==> src/rpf_pkg.sv <==
// ----------------------------------------------------------------------------
// rpf_pkg: shared types and constants of the radio packet framer
// Request and result codes, framer modes, result bundle, preamble table, ring and queue sizing.
// ----------------------------------------------------------------------------
`default_nettype none

package rpf_pkg;

    // request codes on the event channel
    typedef enum logic [2:0] {
        REQ_LOAD     = 3'd0,
        REQ_TX       = 3'd1,
        REQ_IDLE     = 3'd2,
        REQ_ENC      = 3'd3,
        REQ_SEND     = 3'd4,
        REQ_DEC      = 3'd5,
        REQ_START    = 3'd6,
        REQ_STRENGTH = 3'd7
    } req_t;

    // result kinds on the result channel
    typedef enum logic [2:0] {
        KIND_STATUS  = 3'd0,
        KIND_FIFO    = 3'd1,
        KIND_ENCODE  = 3'd2,
        KIND_FLUSH   = 3'd3,
        KIND_DECODE  = 3'd4,
        KIND_RX      = 3'd5,
        KIND_DONE    = 3'd6,
        KIND_CAPTURE = 3'd7
    } kind_t;

    // framer modes
    typedef enum logic [2:0] {
        MODE_IDLE    = 3'd0,
        MODE_RX      = 3'd1,
        MODE_TX_PRE  = 3'd2,
        MODE_TX_BODY = 3'd3,
        MODE_TX_END  = 3'd4
    } mode_t;

    // encoded byte ring
    localparam int RING_DEPTH   = 4;
    localparam int RING_PTR_W   = 2;
    localparam int RING_CNT_W   = 3;
    localparam int REFILL_LEVEL = 2;

    // result queue
    localparam int MAX_RES   = 2;
    localparam int Q_DEPTH   = 4;
    localparam int Q_PTR_W   = 2;
    localparam int Q_CNT_W   = 3;

    typedef struct packed {
        kind_t       out_kind;
        logic [7:0]  out_byte;
        logic [7:0]  out_index;
        logic        accepted;
        logic [9:0]  strength;
        logic        last;
    } result_t;

    // results of one event pushed into the queue
    typedef struct packed {
        logic [1:0] cnt;
        result_t    res1;
        result_t    res0;
    } q_push_t;

    // start preamble, padded with 0x0f
    function automatic logic [7:0] pre_byte(input logic [3:0] pos);
        logic [7:0] b;
        case (pos)
            4'd0:    b = 8'hf0;
            4'd1:    b = 8'hf0;
            4'd2:    b = 8'hf0;
            4'd3:    b = 8'hff;
            4'd4:    b = 8'h00;
            4'd5:    b = 8'hff;
            4'd6:    b = 8'h0f;
            4'd7:    b = 8'h00;
            4'd8:    b = 8'hff;
            default: b = 8'h0f;
        endcase
        return b;
    endfunction

endpackage

`default_nettype wire

==> src/rpf_in_if.sv <==
// ----------------------------------------------------------------------------
// rpf_in_if: event channel
// Valid/ready channel carrying one framer event per beat.
// ----------------------------------------------------------------------------
`default_nettype none

interface rpf_in_if;
    logic       valid;
    logic       ready;
    logic [2:0] req_type;
    logic [7:0] byte_index;
    logic [7:0] data_byte;
    logic [9:0] sample;

    modport source (output valid, req_type, byte_index, data_byte, sample, input ready);
    modport sink   (input valid, req_type, byte_index, data_byte, sample, output ready);
endinterface

`default_nettype wire

==> src/rpf_out_if.sv <==
// ----------------------------------------------------------------------------
// rpf_out_if: result channel
// Valid/ready channel carrying one framer result per beat.
// ----------------------------------------------------------------------------
`default_nettype none

interface rpf_out_if;
    logic       valid;
    logic       ready;
    logic [2:0] out_kind;
    logic [7:0] out_byte;
    logic [7:0] out_index;
    logic       accepted;
    logic [9:0] strength;
    logic       last;

    modport source (output valid, out_kind, out_byte, out_index, accepted, strength, last,
                    input ready);
    modport sink   (input valid, out_kind, out_byte, out_index, accepted, strength, last,
                    output ready);
endinterface

`default_nettype wire

==> src/rpf_core.sv <==
// ----------------------------------------------------------------------------
// rpf_core: framer state and event decode
// Updates mode, ring and positions on each accepted beat, reads the message
// buffer and registers up to two results for the result queue.
// ----------------------------------------------------------------------------
`default_nettype none

module rpf_core #(
    parameter int MSG_LEN      = 36,
    parameter int PREAMBLE_LEN = 12
) (
    input  logic                       clk,
    input  logic                       rst_n,
    rpf_in_if.sink                     evt,
    input  logic [rpf_pkg::Q_CNT_W-1:0] q_level,
    output rpf_pkg::q_push_t           push
);
    import rpf_pkg::*;

    localparam int AW = $clog2(MSG_LEN);

    // state
    mode_t                 mode_reg, mode_next;
    logic                  pend_reg, pend_next;
    logic [7:0]            tx_pos_reg, tx_pos_next;
    logic [7:0]            rx_pos_reg, rx_pos_next;
    logic [7:0]            ring_reg [RING_DEPTH];
    logic [RING_PTR_W-1:0] head_reg, head_next;
    logic [RING_PTR_W-1:0] tail_reg, tail_next;
    logic [RING_CNT_W-1:0] rcnt_reg, rcnt_next;
    logic [9:0]            str_reg, str_next;

    // message buffer
    logic [7:0]            msg_mem [MSG_LEN];
    logic [7:0]            rdata_reg;
    logic                  mem_we;
    logic [AW-1:0]         rd_addr;
    logic                  ring_we;

    // result stage
    result_t               stg_res_reg [MAX_RES];
    result_t               stg_res_next [MAX_RES];
    logic [MAX_RES-1:0]    stg_mem_reg, stg_mem_next;
    logic [1:0]            stg_cnt_reg, stg_cnt_next;

    // shared decode terms
    logic                  accept;
    logic                  tx_busy;
    logic                  start_ok;
    logic                  have_byte;
    logic [RING_CNT_W-1:0] rcnt_after;
    logic [7:0]            pre_inc;
    logic [7:0]            rx_inc;
    logic                  rx_final;
    req_t                  req;

    assign req       = req_t'(evt.req_type);
    assign accept    = evt.valid && evt.ready;
    assign tx_busy   = (mode_reg == MODE_TX_PRE) || (mode_reg == MODE_TX_BODY) ||
                       (mode_reg == MODE_TX_END);
    assign start_ok  = pend_reg && !tx_busy;
    assign have_byte = (rcnt_reg != '0);
    assign rcnt_after = rcnt_reg - RING_CNT_W'(have_byte);
    assign pre_inc   = tx_pos_reg + 8'd1;
    assign rx_inc    = rx_pos_reg + 8'd1;
    assign rx_final  = (rx_inc >= 8'(MSG_LEN));

    // room for a full result pair behind what is queued or staged
    assign evt.ready = ({1'b0, q_level} + (Q_CNT_W + 1)'(stg_cnt_reg))
                       <= (Q_CNT_W + 1)'(Q_DEPTH - MAX_RES);

    // next state
    always_comb
    begin
        mode_next   = mode_reg;
        pend_next   = pend_reg;
        tx_pos_next = tx_pos_reg;
        rx_pos_next = rx_pos_reg;
        head_next   = head_reg;
        tail_next   = tail_reg;
        rcnt_next   = rcnt_reg;
        str_next    = str_reg;
        mem_we      = 1'b0;
        ring_we     = 1'b0;
        if (accept)
        begin
            case (req)
                REQ_LOAD:
                begin
                    mem_we = !pend_reg && !tx_busy && (evt.byte_index < 8'(MSG_LEN));
                end
                REQ_TX:
                begin
                    pend_next = 1'b1;
                end
                REQ_IDLE:
                begin
                    if (start_ok)
                    begin
                        head_next   = '0;
                        tail_next   = '0;
                        rcnt_next   = '0;
                        tx_pos_next = 8'd1;
                        mode_next   = (PREAMBLE_LEN <= 1) ? MODE_TX_BODY : MODE_TX_PRE;
                    end
                end
                REQ_ENC:
                begin
                    if (rcnt_reg < RING_CNT_W'(RING_DEPTH))
                    begin
                        ring_we   = 1'b1;
                        tail_next = tail_reg + 1'b1;
                        rcnt_next = rcnt_reg + 1'b1;
                    end
                end
                REQ_SEND:
                begin
                    case (mode_reg)
                        MODE_TX_PRE:
                        begin
                            if (pre_inc >= 8'(PREAMBLE_LEN))
                            begin
                                mode_next   = MODE_TX_BODY;
                                tx_pos_next = 8'd1;
                            end
                            else
                            begin
                                tx_pos_next = pre_inc;
                            end
                        end
                        MODE_TX_BODY:
                        begin
                            rcnt_next = rcnt_after;
                            if (have_byte)
                                head_next = head_reg + 1'b1;
                            if (rcnt_after >= RING_CNT_W'(REFILL_LEVEL))
                                tx_pos_next = tx_pos_reg;
                            else if (tx_pos_reg < 8'(MSG_LEN))
                                tx_pos_next = pre_inc;
                            else if (rcnt_after == '0)
                                mode_next = MODE_TX_END;
                        end
                        MODE_TX_END:
                        begin
                            mode_next = MODE_IDLE;
                            pend_next = 1'b0;
                        end
                        default:
                        begin
                            mode_next = mode_reg;
                        end
                    endcase
                end
                REQ_DEC:
                begin
                    if (mode_reg == MODE_RX)
                    begin
                        rx_pos_next = rx_inc;
                        if (rx_final)
                            mode_next = MODE_IDLE;
                    end
                end
                REQ_START:
                begin
                    if (!tx_busy)
                    begin
                        rx_pos_next = '0;
                        mode_next   = MODE_RX;
                        str_next    = '0;
                    end
                end
                REQ_STRENGTH:
                begin
                    str_next = evt.sample;
                end
                default:
                begin
                    str_next = str_reg;
                end
            endcase
        end
    end

    // results of this beat
    always_comb
    begin
        result_t ext;
        logic    ext_vld;
        logic    ext_mem;
        stg_res_next[0] = '0;
        stg_res_next[1] = '0;
        stg_mem_next    = '0;
        stg_cnt_next    = 2'd0;
        ext             = '0;
        ext_vld         = 1'b0;
        ext_mem         = 1'b0;
        if (accept)
        begin
            case (req)
                REQ_TX:
                begin
                    stg_res_next[0].out_kind = KIND_STATUS;
                    stg_res_next[0].accepted = !pend_reg;
                    stg_res_next[0].last     = 1'b1;
                    stg_cnt_next             = 2'd1;
                end
                REQ_IDLE:
                begin
                    if (start_ok)
                    begin
                        stg_res_next[0].out_kind = KIND_ENCODE;
                        stg_mem_next[0]          = 1'b1;
                        stg_res_next[1].out_kind = KIND_FIFO;
                        stg_res_next[1].out_byte = pre_byte(4'd0);
                        stg_res_next[1].last     = 1'b1;
                        stg_cnt_next             = 2'd2;
                    end
                end
                REQ_SEND:
                begin
                    case (mode_reg)
                        MODE_TX_PRE:
                        begin
                            stg_res_next[0].out_kind = KIND_FIFO;
                            stg_res_next[0].out_byte = pre_byte(tx_pos_reg[3:0]);
                            stg_res_next[0].last     = 1'b1;
                            stg_cnt_next             = 2'd1;
                        end
                        MODE_TX_BODY:
                        begin
                            // refill request or flush behind the dequeued byte
                            if (rcnt_after >= RING_CNT_W'(REFILL_LEVEL))
                            begin
                                ext_vld = 1'b0;
                            end
                            else if (tx_pos_reg < 8'(MSG_LEN))
                            begin
                                ext.out_kind = KIND_ENCODE;
                                ext.last     = 1'b1;
                                ext_mem      = 1'b1;
                                ext_vld      = 1'b1;
                            end
                            else if (rcnt_after != '0)
                            begin
                                ext.out_kind = KIND_FLUSH;
                                ext.last     = 1'b1;
                                ext_vld      = 1'b1;
                            end
                            if (have_byte)
                            begin
                                stg_res_next[0].out_kind = KIND_FIFO;
                                stg_res_next[0].out_byte = ring_reg[head_reg];
                                stg_res_next[0].last     = !ext_vld;
                                stg_res_next[1]          = ext;
                                stg_mem_next[1]          = ext_mem;
                                stg_cnt_next             = ext_vld ? 2'd2 : 2'd1;
                            end
                            else
                            begin
                                stg_res_next[0] = ext;
                                stg_mem_next[0] = ext_mem;
                                stg_cnt_next    = {1'b0, ext_vld};
                            end
                        end
                        MODE_TX_END:
                        begin
                            stg_res_next[0].out_kind = KIND_DONE;
                            stg_res_next[0].last     = 1'b1;
                            stg_cnt_next             = 2'd1;
                        end
                        MODE_RX:
                        begin
                            stg_res_next[0].out_kind = KIND_DECODE;
                            stg_res_next[0].out_byte = evt.data_byte;
                            stg_res_next[0].last     = 1'b1;
                            stg_cnt_next             = 2'd1;
                        end
                        default:
                        begin
                            stg_cnt_next = 2'd0;
                        end
                    endcase
                end
                REQ_DEC:
                begin
                    if (mode_reg == MODE_RX)
                    begin
                        stg_res_next[0].out_kind  = KIND_RX;
                        stg_res_next[0].out_byte  = evt.data_byte;
                        stg_res_next[0].out_index = rx_pos_reg;
                        stg_res_next[0].strength  = rx_final ? str_reg : 10'd0;
                        stg_res_next[0].last      = rx_final;
                        stg_cnt_next              = 2'd1;
                    end
                end
                REQ_START:
                begin
                    if (!tx_busy)
                    begin
                        stg_res_next[0].out_kind = KIND_CAPTURE;
                        stg_res_next[0].last     = 1'b1;
                        stg_cnt_next             = 2'd1;
                    end
                end
                default:
                begin
                    stg_cnt_next = 2'd0;
                end
            endcase
        end
    end

    // message read address: byte 0 on an idle request or past the message end, else the next body byte
    always_comb
    begin
        if (req == REQ_IDLE || tx_pos_reg >= 8'(MSG_LEN))
            rd_addr = '0;
        else
            rd_addr = tx_pos_reg[AW-1:0];
    end

    // control registers
    always_ff @(posedge clk or negedge rst_n)
    begin
        if (!rst_n)
        begin
            mode_reg    <= MODE_IDLE;
            pend_reg    <= 1'b0;
            tx_pos_reg  <= '0;
            rx_pos_reg  <= '0;
            head_reg    <= '0;
            tail_reg    <= '0;
            rcnt_reg    <= '0;
            str_reg     <= '0;
            stg_cnt_reg <= 2'd0;
        end
        else
        begin
            mode_reg    <= mode_next;
            pend_reg    <= pend_next;
            tx_pos_reg  <= tx_pos_next;
            rx_pos_reg  <= rx_pos_next;
            head_reg    <= head_next;
            tail_reg    <= tail_next;
            rcnt_reg    <= rcnt_next;
            str_reg     <= str_next;
            stg_cnt_reg <= stg_cnt_next;
        end
    end

    // payload registers: ring, result stage
    always_ff @(posedge clk)
    begin
        if (ring_we)
            ring_reg[tail_reg] <= evt.data_byte;
        stg_res_reg[0] <= stg_res_next[0];
        stg_res_reg[1] <= stg_res_next[1];
        stg_mem_reg    <= stg_mem_next;
    end

    // message buffer, one write and one registered read per cycle
    always_ff @(posedge clk)
    begin
        if (mem_we)
            msg_mem[evt.byte_index[AW-1:0]] <= evt.data_byte;
        rdata_reg <= msg_mem[rd_addr];
    end

    // staged results to the queue, message byte merged in
    always_comb
    begin
        push.cnt  = stg_cnt_reg;
        push.res0 = stg_res_reg[0];
        push.res1 = stg_res_reg[1];
        if (stg_mem_reg[0])
            push.res0.out_byte = rdata_reg;
        if (stg_mem_reg[1])
            push.res1.out_byte = rdata_reg;
    end

endmodule

`default_nettype wire

==> src/rpf_outq.sv <==
// ----------------------------------------------------------------------------
// rpf_outq: result queue
// Four-entry queue taking up to two results a cycle and giving one beat a
// cycle on the result channel while the receiver is ready.
// ----------------------------------------------------------------------------
`default_nettype none

module rpf_outq (
    input  logic                         clk,
    input  logic                         rst_n,
    input  rpf_pkg::q_push_t             push,
    output logic [rpf_pkg::Q_CNT_W-1:0]  q_level,
    rpf_out_if.source                    res
);
    import rpf_pkg::*;

    result_t              q_reg [Q_DEPTH];
    logic [Q_PTR_W-1:0]   wr_reg, wr_next;
    logic [Q_PTR_W-1:0]   rd_reg, rd_next;
    logic [Q_CNT_W-1:0]   cnt_reg, cnt_next;
    logic                 pop;
    result_t              head;

    assign head    = q_reg[rd_reg];
    assign pop     = res.valid && res.ready;
    assign q_level = cnt_reg;

    // head entry drives the channel
    assign res.valid     = (cnt_reg != '0);
    assign res.out_kind  = head.out_kind;
    assign res.out_byte  = head.out_byte;
    assign res.out_index = head.out_index;
    assign res.accepted  = head.accepted;
    assign res.strength  = head.strength;
    assign res.last      = head.last;

    // pointer and level update
    always_comb
    begin
        wr_next  = wr_reg + Q_PTR_W'(push.cnt);
        rd_next  = rd_reg + Q_PTR_W'(pop);
        cnt_next = cnt_reg + Q_CNT_W'(push.cnt) - Q_CNT_W'(pop);
    end

    always_ff @(posedge clk or negedge rst_n)
    begin
        if (!rst_n)
        begin
            wr_reg  <= '0;
            rd_reg  <= '0;
            cnt_reg <= '0;
        end
        else
        begin
            wr_reg  <= wr_next;
            rd_reg  <= rd_next;
            cnt_reg <= cnt_next;
        end
    end

    // entry writes
    always_ff @(posedge clk)
    begin
        if (push.cnt != 2'd0)
            q_reg[wr_reg] <= push.res0;
        if (push.cnt == 2'd2)
            q_reg[wr_reg + 1'b1] <= push.res1;
    end

endmodule

`default_nettype wire

==> src/radio_packet_framer.sv <==
// ----------------------------------------------------------------------------
// radio_packet_framer: packet framer for a byte radio
// Transmit preamble and body sequencing, receive capture and strength report.
// ----------------------------------------------------------------------------
// Usage:
//   evt carries one event beat (req_type, byte_index, data_byte, sample) and
//   res carries result beats; both are valid/ready, a beat moves when both
//   are high. An event yields zero, one or two result beats, in order.
//   An event's decision and the message buffer read are registered in the
//   result stage, the result queue then takes them and its head entry drives
//   res; a second result follows the first.
//   Throughput: one event per cycle while results drain at one per cycle.
//   Events producing two results are limited by the single result port, so
//   a run of them is held back by evt.ready while the queue drains.
//   evt.ready drops when the four-entry result queue plus the staged results
//   leave no room for a full pair, so a stalled receiver back-pressures the
//   event side and nothing is lost.
//   Reset (rst_n low, asynchronous) returns the framer to idle with no send
//   pending, empties the ring and the queue; the message buffer holds
//   whatever was loaded and must be reloaded before a send.
// ----------------------------------------------------------------------------
`default_nettype none

module radio_packet_framer #(
    parameter int MSG_LEN      = 36,
    parameter int PREAMBLE_LEN = 12
) (
    input  logic      clk,
    input  logic      rst_n,
    rpf_in_if.sink    evt,
    rpf_out_if.source res
);
    import rpf_pkg::*;

    q_push_t            push;
    logic [Q_CNT_W-1:0] q_level;

    // event decode and state
    rpf_core #(
        .MSG_LEN      (MSG_LEN),
        .PREAMBLE_LEN (PREAMBLE_LEN)
    ) u_core (
        .clk     (clk),
        .rst_n   (rst_n),
        .evt     (evt),
        .q_level (q_level),
        .push    (push)
    );

    // result queue
    rpf_outq u_outq (
        .clk     (clk),
        .rst_n   (rst_n),
        .push    (push),
        .q_level (q_level),
        .res     (res)
    );

    // queue never overflows: queued plus staged stays within depth
    a_no_overflow: assert property (@(posedge clk) disable iff (!rst_n)
        ({1'b0, q_level} + (Q_CNT_W + 1)'(push.cnt)) <= (Q_CNT_W + 1)'(Q_DEPTH))
        else $error("result queue overflow");

    // a result pair ends on its second beat only
    a_pair_last: assert property (@(posedge clk) disable iff (!rst_n)
        (push.cnt == 2'd2) |-> (push.res1.last && !push.res0.last))
        else $error("result pair last flag wrong");

    // a transmit request always answers with a single status
    a_tx_status: assert property (@(posedge clk) disable iff (!rst_n)
        (evt.valid && evt.ready && (evt.req_type == REQ_TX)) |=>
        ((push.cnt == 2'd1) && (push.res0.out_kind == KIND_STATUS)))
        else $error("transmit request without status");

    // no staged result pair while the queue is too full to take it
    a_stage_room: assert property (@(posedge clk) disable iff (!rst_n)
        (push.cnt == 2'd2) |-> (q_level <= Q_CNT_W'(Q_DEPTH - MAX_RES)))
        else $error("result pair staged without room");

endmodule

`default_nettype wire
==> src/flat_wrapper.sv <==
// flat-port wrapper written by rule: the top's interface ports become plain ports
module radio_packet_framer_flat import rpf_pkg::*;
#(
    parameter int MSG_LEN      = 36,
    parameter int PREAMBLE_LEN = 12
)
  (clk, rst_n, evt_valid, evt_req_type, evt_byte_index, evt_data_byte, evt_sample, evt_ready, res_valid, res_out_kind, res_out_byte, res_out_index, res_accepted, res_strength, res_last, res_ready);
  rpf_in_if evt_i ();
  rpf_out_if res_i ();
  input  logic clk;
  input  logic rst_n;
  input wire logic [$bits(evt_i.valid)-1:0] evt_valid;
  input wire logic [$bits(evt_i.req_type)-1:0] evt_req_type;
  input wire logic [$bits(evt_i.byte_index)-1:0] evt_byte_index;
  input wire logic [$bits(evt_i.data_byte)-1:0] evt_data_byte;
  input wire logic [$bits(evt_i.sample)-1:0] evt_sample;
  output wire logic [$bits(evt_i.ready)-1:0] evt_ready;
  output wire logic [$bits(res_i.valid)-1:0] res_valid;
  output wire logic [$bits(res_i.out_kind)-1:0] res_out_kind;
  output wire logic [$bits(res_i.out_byte)-1:0] res_out_byte;
  output wire logic [$bits(res_i.out_index)-1:0] res_out_index;
  output wire logic [$bits(res_i.accepted)-1:0] res_accepted;
  output wire logic [$bits(res_i.strength)-1:0] res_strength;
  output wire logic [$bits(res_i.last)-1:0] res_last;
  input wire logic [$bits(res_i.ready)-1:0] res_ready;
  assign evt_i.valid = evt_valid;
  assign evt_i.req_type = evt_req_type;
  assign evt_i.byte_index = evt_byte_index;
  assign evt_i.data_byte = evt_data_byte;
  assign evt_i.sample = evt_sample;
  assign evt_ready = evt_i.ready;
  assign res_valid = res_i.valid;
  assign res_out_kind = res_i.out_kind;
  assign res_out_byte = res_i.out_byte;
  assign res_out_index = res_i.out_index;
  assign res_accepted = res_i.accepted;
  assign res_strength = res_i.strength;
  assign res_last = res_i.last;
  assign res_i.ready = res_ready;
  radio_packet_framer #(.MSG_LEN(MSG_LEN), .PREAMBLE_LEN(PREAMBLE_LEN)) u_core (.clk(clk), .rst_n(rst_n), .evt(evt_i), .res(res_i));
endmodule
==> config.mk <==
export PLATFORM = sky130hd
export DESIGN_NAME = radio_packet_framer_flat
export DESIGN_NICKNAME = d
export VERILOG_FILES = /design/src/rpf_pkg.sv /design/src/rpf_in_if.sv /design/src/rpf_out_if.sv /design/src/rpf_core.sv /design/src/rpf_outq.sv /design/src/radio_packet_framer.sv /design/src/flat_wrapper.sv
export SDC_FILE = /design/constraint.sdc
export NUM_CORES = 1
export LEC_CHECK = 0
export ABC_AREA = 1
export BUFFER_PORTS_ARGS = -buffer_cell sky130_fd_sc_hd__buf_2
export CAP_MARGIN = 20
export CORE_ASPECT_RATIO = 0.6
export CORE_MARGIN = 2
export CORE_UTILIZATION = 55
export CTS_BUF_LIST = sky130_fd_sc_hd__clkbuf_8
export DETAILED_ROUTE_END_ITERATION = 8
export MAX_ROUTING_LAYER = met4
export PLACE_DENSITY = 0.72
export SKIP_CTS_REPAIR_TIMING = 1
export SLEW_MARGIN = 30
export SYNTH_ARGS = -nofsm -noshare
export SYNTH_HDL_FRONTEND = slang
export SYNTH_SLANG_ARGS = --single-unit
==> constraint.sdc <==
create_clock -name clk -period 4.2 [get_ports clk]
set_input_delay 0.84 -clock clk [delete_from_list [all_inputs] [get_ports clk]]
set_output_delay 0.84 -clock clk [all_outputs]
set_load 0.1 [all_outputs]
==> impl_metrics.py <==
metrics = {
    "power": {
        "powerDensity_nw_per_um2": 640,
        "power_w": 0.0166,
        "leakage_nw": 9.95,
        "ir_drop_uv": 509,
    },
    "die": {
        "io_pins": 66,
        "die_w_um": 272,
        "die-area_um2": 44800,
        "fp.dieH_um": 165,
        "initial_utilization_pct": 56.2,
        "rows": 58,
        "core_region_area_um2": 42200,
    },
    "clocking": {
        "clockBufferDepth": 3,
        "cts-root-buf": "clkbuf_8",
        "htree_num_levels": 3,
        "cts_tree": "done",
        "clock_sinks": 535,
        "path_clk_slew_ps": 70,
        "insertion_delay_ps": 650,
        "cts_buffers": 77,
    },
    "detailed_routing": {
        "wl_per_cell_um": 20.7,
        "detail_route.wirelength_um": 61100,
        "ant_nets": 0,
        "vias_per_cell": 5.79,
        "drtPass1Iterations": 6,
        "drc": 0,
        "vias": 17100,
        "drt_iter0_markers": 2395,
    },
    "min_path": {
        "hp-class": "input port to async pin",
    },
    "setup_path": {
        "crit_slowest_cell": "nor2_1",
        "cp_top_family": "simple AND/OR/NAND/NOR gates",
        "required_ps": 4470,
        "path_cells": "ha_1 > fa_1 > nand2_1 > inv_1 > nor3_2 > inv_2 > nor2_1 > nand2_1 > nor2_2 > nand3_1 > nor2_1",
        "cp-end-kind": "register",
        "path_class": "register to register",
        "crit_arrival_ps": 3830,
        "cpPeakStageDelay_ps": 770,
        "crit_path_start_kind": "register",
        "crit_fanout": 8,
        "cp_num_buf_inv": 2,
    },
    "global_route": {
        "grt_use_total_pct": 28.3,
        "antenna_found_initial": 1,
        "first_global_vias": 16000,
        "grt_max_degree": 81,
        "grt_first_pass_wirelength_um": 92600,
        "grt_overflow_total": 0,
    },
    "yosys": {
        "yosys-top-cells-area": "edfxtp_1, nand3_1, nor2_1",
        "synth_common_cells": "edfxtp_1, nor2_1, nand2_1, nand3_1, inv_1",
        "ys_seq_area_share_pct": 64.9,
        "syn-cell-area_um2": 23700,
        "syn-num-nets": 2309,
        "synthArstFlopShare_pct": 8.60,
        "synth_top_area_cell": "edfxtp_1",
        "synth_most_common_cell": "edfxtp_1",
        "yosysTopAreaCellShare_pct": 56.3,
        "synth_edf_count": 444,
        "yosys_register_bits": 535,
        "synth_cells": 2252,
        "synth_ff_type": "edfxtp_1",
        "synth_cell_types": 51,
        "yosys_warnings": 0,
        "syn_area_per_cell_um2": 10.5,
    },
    "final_layout": {
        "seq_area_um2": 15400,
        "fill_cells": 3383,
        "largest_reg_flops": 288,
        "area_growth_pct": 9.74,
        "fin_util_pct": 61.7,
        "stdcell_area_um2": 26000,
        "n_antenna_cell": 0,
        "multi_input_area_um2": 6810,
        "drive_gt1_share_pct": 12.5,
        "fin_nets": 2373,
    },
    "placed_design": {
        "placed_area_um2": 24500,
        "place.gp.congestion": 0.930,
        "dp_hpwl_um": 39500,
        "io_buffer_count": 65,
    },
    "sta": {
        "slew-limit-headroom_pct": 33.8,
        "fin_worst_skew_ps": 18.6,
        "rsz0062_at_grt": "no",
        "finalCritPeriodShare_pct": 84.7,
        "worst_slew_pin_slew_ps": 992,
        "setup_viol": 0,
        "min_period_ps": 3560,
        "max_freq_mhz": 281,
        "fin_tns_setup_ps": 0,
        "slew_violations": 0,
        "finalHoldViolCount": 0,
    },
    "job": {
        "cap_violations": 0,
    },
    "status": {
        "outcome": "completed",
    },
}
-- layout make-up --
class | count | area share, %
Sequential cell | 535 | 59.2
Multi-Input combinational cell | 1347 | 26.2
Clock buffer | 85 | 4.50
Inverter | 254 | 3.67
Tap cell | 570 | 2.74
Timing Repair Buffer | 101 | 2.35
Clock inverter | 57 | 1.37
-- layer usage --
metal  track usage [%]  part of all wire [%]
met5                 -                     0
met4              7.72                   2.1
met3              7.50                    12
met2              36.3                    40
met1              43.7                    46
-- path summary, 6_finish.rpt --
check | startpoint | slack (ps) | end | depth (start not counted)
worst max-delay path | u_core.u_core.stg_cnt_reg[0] | 640 | u_core.u_core.msg_mem[30][4] | 11
worst max register to register | u_core.u_core.stg_cnt_reg[0] | 640 | u_core.u_core.msg_mem[30][4] | 11
worst min register to register | u_core.u_core.str_reg[0] | 470 | u_core.u_core.stg_res_reg[0][1] | 2
max in group asynchronous | rst_n | 3170 | u_core.u_outq.q_level[0] | 2
worst min-delay path | rst_n | 210 | u_core.u_core.rx_pos_reg[5] | 1
min in group clk | evt_sample[9] | 430 | u_core.u_core.str_reg[9] | 3
-- worst register-to-register path, delay by kind of cell (launching register included) --
kind,cells,cell delay (ps)
DFF,1,430
and+or+nand+nor,7,1820
buffers and inverters,2,170
adders and majority gates,2,760
-- layout by cell type (no fill, tap or decap), types with 47 or more instances in the layout --
cell      instances
o22ai_1          47
nor2_1          319
o21ai_0         180
nand3_1         248
edfxtp_1        444
clkbuf_8         85
buf_2            64
nand2_1         271
inv_1           271
or2_2            50
-- stage by stage --
stage          std cells  hold slack, ps  setup slack [ps]
3_5_place_dp        2807             458               707
5_1_grt             2949             204               474
4_1_cts             2949             174               687
2_1_floorplan       2252             448               887
6_report            2949             207               643
3_3_place_gp        2807             454               775
-- cell families after synthesis --
kind of cell | Yosys count | synth area share [%]
compound gates | 305 | 7.21
xor+xnor | 17 | 0.628
fa+ha+maj | 24 | 1.33
buf+inv | 370 | 6.43
flops | 535 | 64.9
mux | 16 | 0.718
simple gates | 985 | 18.7
-- report_power, final --
| part | switching, W | internal, W | total (W) |
|---|---|---|---|
| clock | 0.00202 | 0.00212 | 0.00414 |
| sequential | 0.000294 | 0.00605 | 0.00634 |
| combinational | 0.00473 | 0.00143 | 0.00616 |
| total | 0.00704 | 0.00960 | 0.0166 |
Note: power is estimated with default switching activity, not from simulation.
